<file path="config.mk">
export PLATFORM = sky130hd
export DESIGN_NAME = zone_touch_presence_detector_core_flat
export DESIGN_NICKNAME = d
export VERILOG_FILES = /design/src/hw/rtl/ztpd_pkg.sv /design/src/hw/rtl/ztpd_if.sv /design/src/hw/rtl/ztpd_lane.sv /design/src/hw/rtl/ztpd_merge.sv /design/src/hw/rtl/zone_touch_presence_detector_core.sv /design/src/flat_wrapper.sv
export VERILOG_INCLUDE_DIRS = /design/src /design/src/hw/rtl
export SDC_FILE = /design/constraint.sdc
export NUM_CORES = 1
export LEC_CHECK = 0
export ABC_AREA = 1
export BUFFER_PORTS_ARGS = -buffer_cell sky130_fd_sc_hd__buf_2
export CORE_ASPECT_RATIO = 0.8
export CORE_UTILIZATION = 65
export CTS_BUF_LIST = sky130_fd_sc_hd__clkbuf_2
export CTS_CLUSTER_SIZE = 20
export DETAILED_ROUTE_END_ITERATION = 7
export PLACE_DENSITY_LB_ADDON = 0.2
export SETUP_SLACK_MARGIN = 0.4
export SLEW_MARGIN = 10
export SYNTH_ARGS = -nofsm -noshare
export SYNTH_HDL_FRONTEND = slang
export SYNTH_SLANG_ARGS = --single-unit
export TNS_END_PERCENT = 50
</file>
<file path="constraint.sdc">
create_clock -name clk -period 24.3 [get_ports clk]
set_input_delay 4.86 -clock clk [delete_from_list [all_inputs] [get_ports clk]]
set_output_delay 4.86 -clock clk [all_outputs]
set_load 0.02 [all_outputs]
</file>
<file path="src/hw/rtl/assert_macros.svh">
// assertion helpers shared by the rtl files
// each macro expects clk and rst_n to be visible where it is used
`ifndef ASSERT_MACROS_SVH
`define ASSERT_MACROS_SVH

// consequent must hold in the same cycle as the antecedent
`define ZTPD_ASSERT_SAME(label, ante, cons, msg) \
  label: assert property (@(posedge clk) disable iff (!rst_n) (ante) |-> (cons)) \
    else $error(msg);

// consequent must hold in the cycle after the antecedent
`define ZTPD_ASSERT_NEXT(label, ante, cons, msg) \
  label: assert property (@(posedge clk) disable iff (!rst_n) (ante) |=> (cons)) \
    else $error(msg);

`endif

</file>
<file path="src/hw/rtl/ztpd_pkg.sv">
// ----------------------------------------------------------------------------
// ztpd_pkg
// Shared widths, codes and lane/merge result types of the touch detector.
// ----------------------------------------------------------------------------
`timescale 1ns / 1ps

package ztpd_pkg;

  localparam int ZONE_MAX = 6;
  localparam int RD_W     = 16;
  localparam int DIFF_W   = RD_W + 1;
  localparam int CNT_W    = 4;

  localparam logic [CNT_W-1:0] CNT_MAX = 4'd15;

  // mode codes
  localparam logic [1:0] MODE_POLL = 2'd0;
  localparam logic [1:0] MODE_DOWN = 2'd1;
  localparam logic [1:0] MODE_UP   = 2'd2;

  // status codes
  localparam logic [2:0] ST_IDLE   = 3'd0;
  localparam logic [2:0] ST_BASE   = 3'd1;
  localparam logic [2:0] ST_WAIT   = 3'd2;
  localparam logic [2:0] ST_DOWN   = 3'd3;
  localparam logic [2:0] ST_RECAP  = 3'd4;
  localparam logic [2:0] ST_UP     = 3'd5;
  localparam logic [2:0] ST_NOBASE = 3'd6;

  // wait phase codes
  localparam logic [1:0] PH_IDLE = 2'd0;
  localparam logic [1:0] PH_DOWN = 2'd1;
  localparam logic [1:0] PH_UP   = 2'd2;

  // configuration register indexes
  localparam logic [1:0] CFG_DOWN_THR = 2'd0;
  localparam logic [1:0] CFG_UP_MARG  = 2'd1;
  localparam logic [1:0] CFG_POLLS    = 2'd2;

  // per-zone finding
  typedef struct packed {
    logic signed [DIFF_W-1:0] drop;
    logic signed [DIFF_W-1:0] rise;
    logic                     drop_hit;
    logic                     rise_hit;
    logic                     in_margin;
  } lane_t;

  // combined finding over all zones
  typedef struct packed {
    logic signed [DIFF_W-1:0] peak_drop;
    logic signed [DIFF_W-1:0] peak_rise;
    logic                     drop_hit;
    logic                     rise_hit;
    logic                     in_margin;
  } merge_t;

  function automatic logic [CNT_W-1:0] sat_inc(input logic [CNT_W-1:0] c);
    return (c == CNT_MAX) ? CNT_MAX : c + 4'd1;
  endfunction

endpackage

</file>
<file path="src/hw/rtl/ztpd_if.sv">
// ----------------------------------------------------------------------------
// ztpd_in_if / ztpd_out_if
// Valid/ready channels carrying zone polls in and detector results out.
// ----------------------------------------------------------------------------
`timescale 1ns / 1ps

interface ztpd_in_if;
  logic        valid;
  logic        ready;
  logic [1:0]  mode;
  logic [15:0] zone_0;
  logic [15:0] zone_1;
  logic [15:0] zone_2;
  logic [15:0] zone_3;
  logic [15:0] zone_4;
  logic [15:0] zone_5;

  modport source (output valid, mode, zone_0, zone_1, zone_2, zone_3, zone_4, zone_5,
                  input ready);
  modport sink   (input valid, mode, zone_0, zone_1, zone_2, zone_3, zone_4, zone_5,
                  output ready);
endinterface

interface ztpd_out_if;
  logic               valid;
  logic               ready;
  logic [2:0]         status;
  logic signed [16:0] largest_drop;
  logic signed [16:0] largest_rise;
  logic [3:0]         drop_run;
  logic [3:0]         rise_run;

  modport source (output valid, status, largest_drop, largest_rise, drop_run, rise_run,
                  input ready);
  modport sink   (input valid, status, largest_drop, largest_rise, drop_run, rise_run,
                  output ready);
endinterface

</file>
<file path="src/hw/rtl/ztpd_lane.sv">
// ----------------------------------------------------------------------------
// ztpd_lane
// One zone: difference against baseline and threshold/margin checks.
// ----------------------------------------------------------------------------
`timescale 1ns / 1ps

module ztpd_lane (
  input  logic [15:0]     base,
  input  logic [15:0]     reading,
  input  logic [15:0]     thr,
  input  logic [15:0]     margin,
  output ztpd_pkg::lane_t res
);
  import ztpd_pkg::*;

  logic signed [DIFF_W-1:0] drop;
  logic signed [DIFF_W-1:0] rise;
  logic signed [DIFF_W-1:0] thr_s;
  logic signed [DIFF_W-1:0] marg_s;

  // signed differences in both directions
  assign drop   = $signed({1'b0, base}) - $signed({1'b0, reading});
  assign rise   = $signed({1'b0, reading}) - $signed({1'b0, base});
  assign thr_s  = $signed({1'b0, thr});
  assign marg_s = $signed({1'b0, margin});

  // per-zone checks, any/all combined in the merge stage
  always_comb begin
    res.drop      = drop;
    res.rise      = rise;
    res.drop_hit  = (drop >= thr_s);
    res.rise_hit  = (rise >= thr_s);
    res.in_margin = (drop <= marg_s) && (rise <= marg_s);
  end

endmodule

</file>
<file path="src/hw/rtl/ztpd_merge.sv">
// ----------------------------------------------------------------------------
// ztpd_merge
// Combines lane findings: largest drop and rise, any-hit and all-within.
// ----------------------------------------------------------------------------
`timescale 1ns / 1ps

module ztpd_merge #(
  parameter int LANES = 6
) (
  input  ztpd_pkg::lane_t [LANES-1:0] lanes,
  output ztpd_pkg::merge_t            res
);
  import ztpd_pkg::*;

  // running max and flags across lanes
  always_comb begin
    res.peak_drop = lanes[0].drop;
    res.peak_rise = lanes[0].rise;
    res.drop_hit  = lanes[0].drop_hit;
    res.rise_hit  = lanes[0].rise_hit;
    res.in_margin = lanes[0].in_margin;
    for (int i = 1; i < LANES; i++) begin
      if (lanes[i].drop > res.peak_drop) res.peak_drop = lanes[i].drop;
      if (lanes[i].rise > res.peak_rise) res.peak_rise = lanes[i].rise;
      res.drop_hit  = res.drop_hit | lanes[i].drop_hit;
      res.rise_hit  = res.rise_hit | lanes[i].rise_hit;
      res.in_margin = res.in_margin & lanes[i].in_margin;
    end
  end

endmodule

</file>
<file path="src/hw/rtl/zone_touch_presence_detector_core.sv">
// ----------------------------------------------------------------------------
// zone_touch_presence_detector_core
// Finger-down / finger-up detection over capacitive zone polls.
//
//   channel | dir | payload
//   --------+-----+------------------------------------------------------
//   in_ch   | in  | mode, zone_0 .. zone_5
//   out_ch  | out | status, largest_drop, largest_rise, drop_run, rise_run
//   cfg_*   | in  | down_threshold, up_margin, polls_needed by index
//
// One item per cycle while out_ch is not stalled: lanes, merge and the counter
// update settle combinationally and load the output register, so a result appears the cycle after transfer.
// in_ch.ready is high while the output register is empty or being drained.
// Synchronous active-low reset clears phase, counters and baseline valid and
// loads the register defaults; the baseline registers are written by the
// first poll of a down wait and by the first poll after a recapture.
// ----------------------------------------------------------------------------
`timescale 1ns / 1ps
`include "assert_macros.svh"

module zone_touch_presence_detector_core #(
  parameter int ZONE_COUNT = 6
) (
  input  logic        clk,
  input  logic        rst_n,
  ztpd_in_if.sink     in_ch,
  ztpd_out_if.source  out_ch,
  input  logic        cfg_we,
  input  logic [1:0]  cfg_idx,
  input  logic [15:0] cfg_data
);
  import ztpd_pkg::*;

  // configuration
  logic [15:0]      down_thr_r;
  logic [15:0]      up_marg_r;
  logic [CNT_W-1:0] polls_r;

  // detector state
  logic [1:0]       phase_r, phase_nxt;
  logic             bv_r, bv_nxt;
  logic [15:0]      baseline_r [ZONE_COUNT];
  logic [CNT_W-1:0] qual_r, qual_nxt;
  logic [CNT_W-1:0] rise_r, rise_nxt;

  // output register
  logic                     ovalid_r;
  logic [2:0]               ostatus_r, status_nxt;
  logic signed [DIFF_W-1:0] odrop_r, drop_nxt;
  logic signed [DIFF_W-1:0] orise_r, rise_v_nxt;
  logic [CNT_W-1:0]         odrun_r, drun_nxt;
  logic [CNT_W-1:0]         orrun_r, rrun_nxt;

  logic                          in_fire;
  logic                          capture;
  logic [ZONE_MAX-1:0][15:0]     rd;
  lane_t [ZONE_COUNT-1:0]        lane_res;
  merge_t                        mres;
  logic [CNT_W-1:0]              q_eval, r_eval;

  assign rd = {in_ch.zone_5, in_ch.zone_4, in_ch.zone_3,
               in_ch.zone_2, in_ch.zone_1, in_ch.zone_0};

  assign in_ch.ready = !ovalid_r || out_ch.ready;
  assign in_fire     = in_ch.valid && in_ch.ready;

  // one lane per zone
  for (genvar g = 0; g < ZONE_COUNT; g++) begin : g_lane
    ztpd_lane u_lane (
      .base    (baseline_r[g]),
      .reading (rd[g]),
      .thr     (down_thr_r),
      .margin  (up_marg_r),
      .res     (lane_res[g])
    );
  end

  ztpd_merge #(.LANES(ZONE_COUNT)) u_merge (
    .lanes (lane_res),
    .res   (mres)
  );

  // next state and result for the offered item
  always_comb begin
    phase_nxt  = phase_r;
    bv_nxt     = bv_r;
    qual_nxt   = qual_r;
    rise_nxt   = rise_r;
    status_nxt = ST_IDLE;
    drop_nxt   = '0;
    rise_v_nxt = '0;
    capture    = 1'b0;
    q_eval     = qual_r;
    r_eval     = rise_r;
    priority if (in_ch.mode == MODE_DOWN) begin
      bv_nxt     = 1'b0;
      q_eval     = '0;
      r_eval     = '0;
      phase_nxt  = PH_DOWN;
      status_nxt = ST_WAIT;
    end else if (in_ch.mode == MODE_UP) begin
      if (!bv_r) begin
        phase_nxt  = PH_IDLE;
        status_nxt = ST_NOBASE;
      end else begin
        q_eval     = '0;
        phase_nxt  = PH_UP;
        status_nxt = ST_WAIT;
      end
    end else if (in_ch.mode == MODE_POLL &&
                 (phase_r == PH_DOWN || phase_r == PH_UP)) begin
      if (!bv_r) begin
        capture    = 1'b1;
        bv_nxt     = 1'b1;
        status_nxt = ST_BASE;
      end else begin
        drop_nxt   = mres.peak_drop;
        rise_v_nxt = mres.peak_rise;
        if (phase_r == PH_DOWN) begin
          r_eval = mres.rise_hit ? sat_inc(rise_r) : '0;
          q_eval = mres.drop_hit ? sat_inc(qual_r) : '0;
          priority if (r_eval >= polls_r) begin
            status_nxt = ST_RECAP;
          end else if (q_eval >= polls_r) begin
            status_nxt = ST_DOWN;
            phase_nxt  = PH_IDLE;
          end else begin
            status_nxt = ST_WAIT;
          end
        end else begin
          q_eval = mres.in_margin ? sat_inc(qual_r) : '0;
          if (q_eval >= polls_r) begin
            status_nxt = ST_UP;
            phase_nxt  = PH_IDLE;
          end else begin
            status_nxt = ST_WAIT;
          end
        end
      end
    end else begin
      status_nxt = ST_IDLE;
    end
    drun_nxt = q_eval;
    rrun_nxt = r_eval;
    qual_nxt = q_eval;
    rise_nxt = r_eval;
    // recapture drops the baseline and restarts both runs
    if (status_nxt == ST_RECAP) begin
      bv_nxt   = 1'b0;
      qual_nxt = '0;
      rise_nxt = '0;
    end
  end

  // configuration writes
  always_ff @(posedge clk) begin
    if (!rst_n) begin
      down_thr_r <= 16'd20;
      up_marg_r  <= 16'd10;
      polls_r    <= 4'd2;
    end else if (cfg_we) begin
      unique case (cfg_idx)
        CFG_DOWN_THR: down_thr_r <= cfg_data;
        CFG_UP_MARG:  up_marg_r  <= cfg_data;
        CFG_POLLS:    polls_r    <= cfg_data[CNT_W-1:0];
        default: ;
      endcase
    end
  end

  // control state
  always_ff @(posedge clk) begin
    if (!rst_n) begin
      phase_r  <= PH_IDLE;
      bv_r     <= 1'b0;
      qual_r   <= '0;
      rise_r   <= '0;
      ovalid_r <= 1'b0;
    end else begin
      if (in_fire) begin
        phase_r <= phase_nxt;
        bv_r    <= bv_nxt;
        qual_r  <= qual_nxt;
        rise_r  <= rise_nxt;
      end
      if (in_fire) begin
        ovalid_r <= 1'b1;
      end else if (out_ch.ready) begin
        ovalid_r <= 1'b0;
      end
    end
  end

  // baseline capture
  always_ff @(posedge clk) begin
    if (in_fire && capture) begin
      for (int i = 0; i < ZONE_COUNT; i++) begin
        baseline_r[i] <= rd[i];
      end
    end
  end

  // result payload
  always_ff @(posedge clk) begin
    if (in_fire) begin
      ostatus_r <= status_nxt;
      odrop_r   <= drop_nxt;
      orise_r   <= rise_v_nxt;
      odrun_r   <= drun_nxt;
      orrun_r   <= rrun_nxt;
    end
  end

  assign out_ch.valid        = ovalid_r;
  assign out_ch.status       = ostatus_r;
  assign out_ch.largest_drop = odrop_r;
  assign out_ch.largest_rise = orise_r;
  assign out_ch.drop_run     = odrun_r;
  assign out_ch.rise_run     = orrun_r;

  // checks
  `ZTPD_ASSERT_SAME(a_up_has_base, phase_r == PH_UP, bv_r, "up wait without baseline")
  `ZTPD_ASSERT_NEXT(a_recap_clears, in_fire && status_nxt == ST_RECAP,
                    !bv_r && qual_r == '0 && rise_r == '0, "recapture left state behind")
  `ZTPD_ASSERT_NEXT(a_touch_idles, in_fire && (status_nxt == ST_DOWN || status_nxt == ST_UP),
                    phase_r == PH_IDLE, "wait not ended after touch change")
  `ZTPD_ASSERT_NEXT(a_result_loaded, in_fire, ovalid_r, "transfer produced no result")

endmodule

</file>
<file path="src/flat_wrapper.sv">
// flat-port wrapper written by rule: the top's interface ports become plain ports
module zone_touch_presence_detector_core_flat import ztpd_pkg::*;
#(
  parameter int ZONE_COUNT = 6
)
  (clk, rst_n, cfg_we, cfg_idx, cfg_data, in_ch_valid, in_ch_mode, in_ch_zone_0, in_ch_zone_1, in_ch_zone_2, in_ch_zone_3, in_ch_zone_4, in_ch_zone_5, in_ch_ready, out_ch_valid, out_ch_status, out_ch_largest_drop, out_ch_largest_rise, out_ch_drop_run, out_ch_rise_run, out_ch_ready);
  ztpd_in_if in_ch_i ();
  ztpd_out_if out_ch_i ();
  input  logic clk;
  input  logic rst_n;
  input  logic cfg_we;
  input  logic [1:0] cfg_idx;
  input  logic [15:0] cfg_data;
  input wire logic [$bits(in_ch_i.valid)-1:0] in_ch_valid;
  input wire logic [$bits(in_ch_i.mode)-1:0] in_ch_mode;
  input wire logic [$bits(in_ch_i.zone_0)-1:0] in_ch_zone_0;
  input wire logic [$bits(in_ch_i.zone_1)-1:0] in_ch_zone_1;
  input wire logic [$bits(in_ch_i.zone_2)-1:0] in_ch_zone_2;
  input wire logic [$bits(in_ch_i.zone_3)-1:0] in_ch_zone_3;
  input wire logic [$bits(in_ch_i.zone_4)-1:0] in_ch_zone_4;
  input wire logic [$bits(in_ch_i.zone_5)-1:0] in_ch_zone_5;
  output wire logic [$bits(in_ch_i.ready)-1:0] in_ch_ready;
  output wire logic [$bits(out_ch_i.valid)-1:0] out_ch_valid;
  output wire logic [$bits(out_ch_i.status)-1:0] out_ch_status;
  output wire logic [$bits(out_ch_i.largest_drop)-1:0] out_ch_largest_drop;
  output wire logic [$bits(out_ch_i.largest_rise)-1:0] out_ch_largest_rise;
  output wire logic [$bits(out_ch_i.drop_run)-1:0] out_ch_drop_run;
  output wire logic [$bits(out_ch_i.rise_run)-1:0] out_ch_rise_run;
  input wire logic [$bits(out_ch_i.ready)-1:0] out_ch_ready;
  assign in_ch_i.valid = in_ch_valid;
  assign in_ch_i.mode = in_ch_mode;
  assign in_ch_i.zone_0 = in_ch_zone_0;
  assign in_ch_i.zone_1 = in_ch_zone_1;
  assign in_ch_i.zone_2 = in_ch_zone_2;
  assign in_ch_i.zone_3 = in_ch_zone_3;
  assign in_ch_i.zone_4 = in_ch_zone_4;
  assign in_ch_i.zone_5 = in_ch_zone_5;
  assign in_ch_ready = in_ch_i.ready;
  assign out_ch_valid = out_ch_i.valid;
  assign out_ch_status = out_ch_i.status;
  assign out_ch_largest_drop = out_ch_i.largest_drop;
  assign out_ch_largest_rise = out_ch_i.largest_rise;
  assign out_ch_drop_run = out_ch_i.drop_run;
  assign out_ch_rise_run = out_ch_i.rise_run;
  assign out_ch_i.ready = out_ch_ready;
  zone_touch_presence_detector_core #(.ZONE_COUNT(ZONE_COUNT)) u_core (.clk(clk), .rst_n(rst_n), .in_ch(in_ch_i), .out_ch(out_ch_i), .cfg_we(cfg_we), .cfg_idx(cfg_idx), .cfg_data(cfg_data));
endmodule
</file>
# Word level (Yosys, flattened, before mapping)
# Memories as Yosys holds them, arrays and structs flattened.
# Index checks and enable logic that the tools add are counted.
# Widths: inputs -> output; s select.
# totals
register_bits	93
ramBits	96
inputBits	121
out_inout_bits	47
word_cells	177
mem_count	1
# mem_list
memory	words	word_bits	read_ports	rd_clocked_by_memory_dff	wr	line	source
u_core.baseline_r	6	16	6	0	6	zone_touch_presence_detector_core.sv:42	logic [15:0] baseline_r [ZONE_COUNT];
# op_classes
n_addsub	14
order_cmp	37
n_eq_ne	12
mux	58
bitwise_logic	17
n_reduce_logical	25
# ops
operator	n
$ge 17x17->1	12
$le 17x17->1	12
$sub 16x16->17	12
$gt 17x17->1	10
$mux 17	10
$mux 4	18
$mux 3	8
$mux 2	9
$mux 1	13
$ge 4x4->1	3
$or 1x1->1	10
$logic_and 1x1->1	9
$reduce_bool 3->1	3
$add 4x1->4 const B	2
$eq 4x4->1 const B	2
$ne 4x2->1 const B	2
$eq 2x1->1 const B	3
$eq 2x2->1 const B	3
$reduce_and 2->1	3
$reduce_and 6->1	1
$and 1x1->1	5
$logic_not 2->1	2
$reduce_bool 4->1	1
$reduce_or 4->1	1
other kinds (7)	9

# Logic depth before layout (Yosys ltp)
# An unclocked memory read counts as a cell.
# logic_depth
depth_word	20
ltp_mapped	85
depth_no_buf	80

# Hierarchy
# From an unflattened synthesis, not the netlist that was laid out.
# unflattened
cells_unflattened	5099
hier_area_um2	34802.1
# by_module_without_submodules
mod	instances	cells_each	area_each_um2	seq_area_each_um2
ztpd_lane (u_core.g_lane[3].u_lane ...)	3	534	3328.2	0.0
ztpd_merge	1	1271	7492.2	0.0
zone_touch_presence_detector_core	1	613	7179.4	5195.0
ztpd_lane (u_core.g_lane[0].u_lane)	1	544	3442.1	0.0
ztpd_lane (u_core.g_lane[2].u_lane)	1	529	3357.0	0.0
ztpd_lane (u_core.g_lane[1].u_lane)	1	540	3347.0	0.0

# Worst setup path after synthesis
# OpenSTA, ideal clock, no wires.
# synth_path
path_type	in2reg
start	in in_ch_zone_0[3]
end	reg u_core.odrop_r[11] (netlist: u_core.out_ch.largest_drop[11]), data pin
setup_ns	0.249
t_arrival_ns	15.167
t_required_ns	24.051
slack_ns	8.884
cell_stages	71
path_buffers	6
path_cell_list	inv_1 -> ha_1 -> buf_4 -> nand2_1 -> nor2_1 -> a211oi_1 -> xor2_1 -> inv_1 -> ha_1 -> nand2_1 -> nor2_1 -> nand2_1 -> o311ai_0 -> nand2_1 -> inv_1 -> nand3_1 -> nand2_1 -> inv_2 -> (+35 left out) -> nand2_1 -> o211ai_1 -> xor2_1 -> nand2_1 -> inv_1 -> clkbuf_1 -> nand2_1 -> and2_1 -> ha_1 -> nand2_1 -> or4_1 -> o311ai_0 -> nand2_1 -> clkinv_1 -> clkbuf_1 -> nand3_1 -> nand2_1 -> inv_1
# synth_via
elab_chain_cells	11
# synth_lines
element	line	source
start, declared	flat_wrapper.sv:16	input wire logic [$bits(in_ch_i.zone_0)-1:0] in_ch_zone_0;
$sub 16x16->17 *	ztpd_lane.sv:22	assign drop = $signed({1'b0, base}) - $signed({1'b0, reading});
$gt 17x17->1	ztpd_merge.sv:23	if (lanes[i].drop > res.peak_drop) res.peak_drop = lanes[i].drop;
$mux 17 *	ztpd_merge.sv:23	
$gt 17x17->1	ztpd_merge.sv:23	
$mux 17 *	ztpd_merge.sv:23	
$gt 17x17->1	ztpd_merge.sv:23	
$mux 17 *	ztpd_merge.sv:23	
$gt 17x17->1	ztpd_merge.sv:23	
$mux 17 *	ztpd_merge.sv:23	
$gt 17x17->1	ztpd_merge.sv:23	
$mux 17 *	ztpd_merge.sv:23	
end signal, assigned	zone_touch_presence_detector_core.sv:207	odrop_r <= drop_nxt;
end, declared	zone_touch_presence_detector_core.sv:49	logic signed [DIFF_W-1:0] odrop_r, drop_nxt;
# Every way passes the cells marked *; elsewhere a longest branch is shown, timed or not.
# A chain may end at the register's enable or synchronous reset.

# Worst setup path in the final report
# layout_path
start	in in_ch_zone_1[0]
end	reg u_core.odrop_r[6] (netlist: u_core.out_ch.largest_drop[6]), data pin
# layout_via
elab_chain_cells	11
# layout_lines
element	line	source
start, declared	flat_wrapper.sv:17	input wire logic [$bits(in_ch_i.zone_1)-1:0] in_ch_zone_1;
$sub 16x16->17 *	ztpd_lane.sv:22	
$gt 17x17->1	ztpd_merge.sv:23	
$mux 17 *	ztpd_merge.sv:23	
$gt 17x17->1	ztpd_merge.sv:23	
$mux 17 *	ztpd_merge.sv:23	
$gt 17x17->1	ztpd_merge.sv:23	
$mux 17 *	ztpd_merge.sv:23	
$gt 17x17->1	ztpd_merge.sv:23	
$mux 17 *	ztpd_merge.sv:23	
$gt 17x17->1	ztpd_merge.sv:23	
$mux 17 *	ztpd_merge.sv:23	
# Marks and branches as above.

==> impl_summary.log <==
INFO  metric fmax = 52.6 MHz
INFO  metric route.detailed.drc = 0
INFO  metric setup.worst_path.class = input pin to flop
INFO  metric synth_sequential_area_ratio = 15.8%
INFO  metric drt-vias-per-instance = 6.07
INFO  metric cp_capture_type = flop
INFO  metric yosys_most_used_dff = edfxtp_1
INFO  metric synth-async-reset-ratio = 0%
INFO  metric cp_data_arrival_time = 19930 ps
INFO  metric finalClockSkew = 78.6 ps
INFO  metric static_leakage = 18.7 nW
INFO  metric final.min_clock_period = 19020 ps
INFO  metric worst_path_most_repeated_cell = nand2_1
INFO  metric worst-path-buf-inv = 12
INFO  metric finalCritPeriodShare = 78.3%
INFO  metric area.sequential = 5190 sq um
INFO  metric pwr_density_cell = 104 nW/um^2
INFO  metric filler_cell_count = 4456
INFO  metric fp.dieW = 254 um
INFO  metric area.growth.synth_to_final = 5.59%
INFO  metric drt.antenna.violating_nets = 0
INFO  metric crit_required = 25210 ps
INFO  metric grt_antenna_before_repair = 4
INFO  metric max_cap_viols = 0
INFO  metric timing.critical_path.slowest_stage_cell = nand2_1
INFO  metric detailedRoute.firstPassIterationCount = 7
INFO  metric worst_skew_pair.late_latency = 1140 ps
INFO  metric first_global_vias = 30274
INFO  metric cts_repair_resize_count = 0
INFO  metric place.detailed.hpwl = 92000 um
INFO  metric final_max_slew_viol_count = 0
INFO  metric critical_path.startpoint_type = input pin
INFO  metric grt_first_pass_wirelength = 171000 um
INFO  metric htreeDepth = 4
INFO  metric vdd.ir_drop.worst = 175 uV
INFO  metric grt_start_max_net_pins = 53
INFO  metric drt_iter0_markers = 3979
INFO  metric critical-path-top-delay-family = simple AND/OR/NAND/NOR gates
INFO  metric die_height = 203 um
INFO  metric cpPeakStageDelay = 710 ps
INFO  metric synthesized_netlist_cell_count = 4664
INFO  metric postCtsSetupBuffers = 0
INFO  metric holdWs = 503 ps
INFO  metric clock_tree.buffer_depth = 2
INFO  metric global_route.overflow_total = 0
INFO  metric initial_cell_density_of_the_core = 66.1%
INFO  metric report.final.hold_viol_count = 0
INFO  metric fin_tns_setup = 0 ps
INFO  metric max_slew.worst_pin.slew = 1300 ps
INFO  metric rsz0062_at_grt = no
INFO  metric clk_root_buffer_cell = clkbuf_2
INFO  metric hold_path.class = flop to flop
INFO  metric final-setup-viol-count = 0
INFO  metric maxSlewHeadroom = 13.1%
INFO  metric path_max_fanout = 26
INFO  metric floorplan.io_pins = 168
INFO  metric area_taken_by_multi_input_logic_gates = 24600 sq um
INFO  metric clk_pin_slew = 340 ps
INFO  metric cts_tree = yes
INFO  metric port_buf_inserts = 167
INFO  metric wl = 115000 um
INFO  metric syn-cell-area = 33000 sq um
INFO  metric core-area = 49900 sq um
INFO  metric synth-seq-cells = 189
INFO  metric yosys_warnings = 0
INFO  metric synth_nets = 5542
INFO  metric syn-mean-instance-area = 7.07 sq um
INFO  metric number_of_buffers_inserted_during_clock_tree_synthesis = 17
INFO  metric die-area = 51600 sq um
INFO  metric drive_gt1_share = 8.86%
INFO  metric post_synth_num_cell_types = 66
INFO  metric total_via_count_after_detailed_routing = 33419
INFO  metric fin_nets = 5694
INFO  metric cts_hold_buffers = 0
INFO  metric rows = 73
INFO  metric routabilityCongestion = 1.07
INFO  metric tritoncts_num_sinks = 189
INFO  metric count_of_flip_flops_with_a_built_in_enable_after_synthesis = 141
INFO  metric grt_util_all_layers = 44.0%
INFO  metric drt-wirelength-per-cell = 20.9 um
INFO  metric status = finished clean
power breakdown:
part	internal (W)	leakage [nW]	switching (W)
registers	0.000355	1.71	0.00000378
logic	0.00103	16.8	0.00205
clock network	0.0000451	0.159	0.000142
flip-flops by register name (all words and copies together) (netlist names), 2 cells and up:
name / cells
u_core.out_ch.largest_rise: 17
u_core.phase_r: 2
u_core.out_ch.drop_run: 4
u_core.up_marg_r: 16
u_core.qual_r: 4
u_core.out_ch.status: 3
u_core.out_ch.largest_drop: 17
u_core.baseline_r: 96
u_core.out_ch.rise_run: 4
u_core.polls_r: 4
u_core.rise_r: 4
u_core.down_thr_r: 16
tightest hold or removal path, stage by stage (launching register included):
cell	delay (ps)
dfxtp_1	380
inv_1	70
a211oi_1	70
stage by stage:
step                cell area (sq um)  total power, W  instances  setup WS, ps  util (%)
detailed placement              34600         0.00332       5472          4690      69.3
global placement                34600         0.00326       5472          5100      69.3
floorplan                       33000         0.00265       4664          8880         -
finish                          34800         0.00363       5509          5280      69.8
CTS                             34800         0.00352       5504          5930      69.8
global route                    34800         0.00395       5508          3940      69.8
cell families after synthesis:
family	after synthesis	synth area share, %
DFF	189	15.8
xor gates and xnor gates	161	4.28
AOI/OAI and AO/OA	835	14.6
buffers and inverters	809	9.78
and+or+nand+nor	1913	26.6
adders and majority gates	757	29.0
layout make-up:
cell class | count | area share, %
flip-flops and latches | 189 | 14.9
multi-input cells | 3666 | 70.5
clock inverters | 15 | 0.485
clock buffers | 17 | 0.244
inverters | 721 | 7.78
repair buffers | 221 | 3.56
diodes | 5 | 0.0359
well taps | 675 | 2.43
layer usage:
layer  global-route usage (%)  part of all wire (%)  vias up  routed length, um
met5                        0                     0        -                  0
met4                     16.7                   4.0        0               4590
met3                     16.0                    16      340              18000
li1                         -                     -    16020                  -
met1                     61.1                    42    15125              48300
met2                     61.4                    38     1934              44200
worst paths after layout:
| kind | start | end | slack [ps] | depth (start not counted) |
|---|---|---|---|---|
| worst min register to register | u_core.phase_r[1] | u_core.phase_r[1] | 500 | 2 |
| worst min-delay path | u_core.phase_r[1] | u_core.phase_r[1] | 500 | 2 |
| worst max-delay path | in_ch_zone_1[0] | u_core.out_ch.largest_drop[6] | 5280 | 76 |
| worst max register to register | u_core.baseline_r[0][0] | u_core.out_ch.largest_drop[6] | 8640 | 75 |
Yosys cell counts (all sizes together) (48+ instances only):
master  instances  area, sq um
nand2        1061         4190
nor2          310         1200
o21ai         182          915
clkbuf         62          323
ha            745         9320
nand3         282         1790
edfxtp        141         4230
nand4          97          607
and2           58          363
a21oi         426         2170
inv           717         2690
dfxtp          48          961
xor2          138         1210
nor3           55          275
placed cells by master, fill, tap and decap left out, drive strengths merged, types with 97 or more instances in the layout:
cell type	n
ha	745
nand3	282
nand2	1061
a21oi	426
xor2	138
nor2	310
edfxtp	141
o21ai	182
nand4	97
inv	729
buf	221
Note: power is estimated with default switching activity, not from simulation.
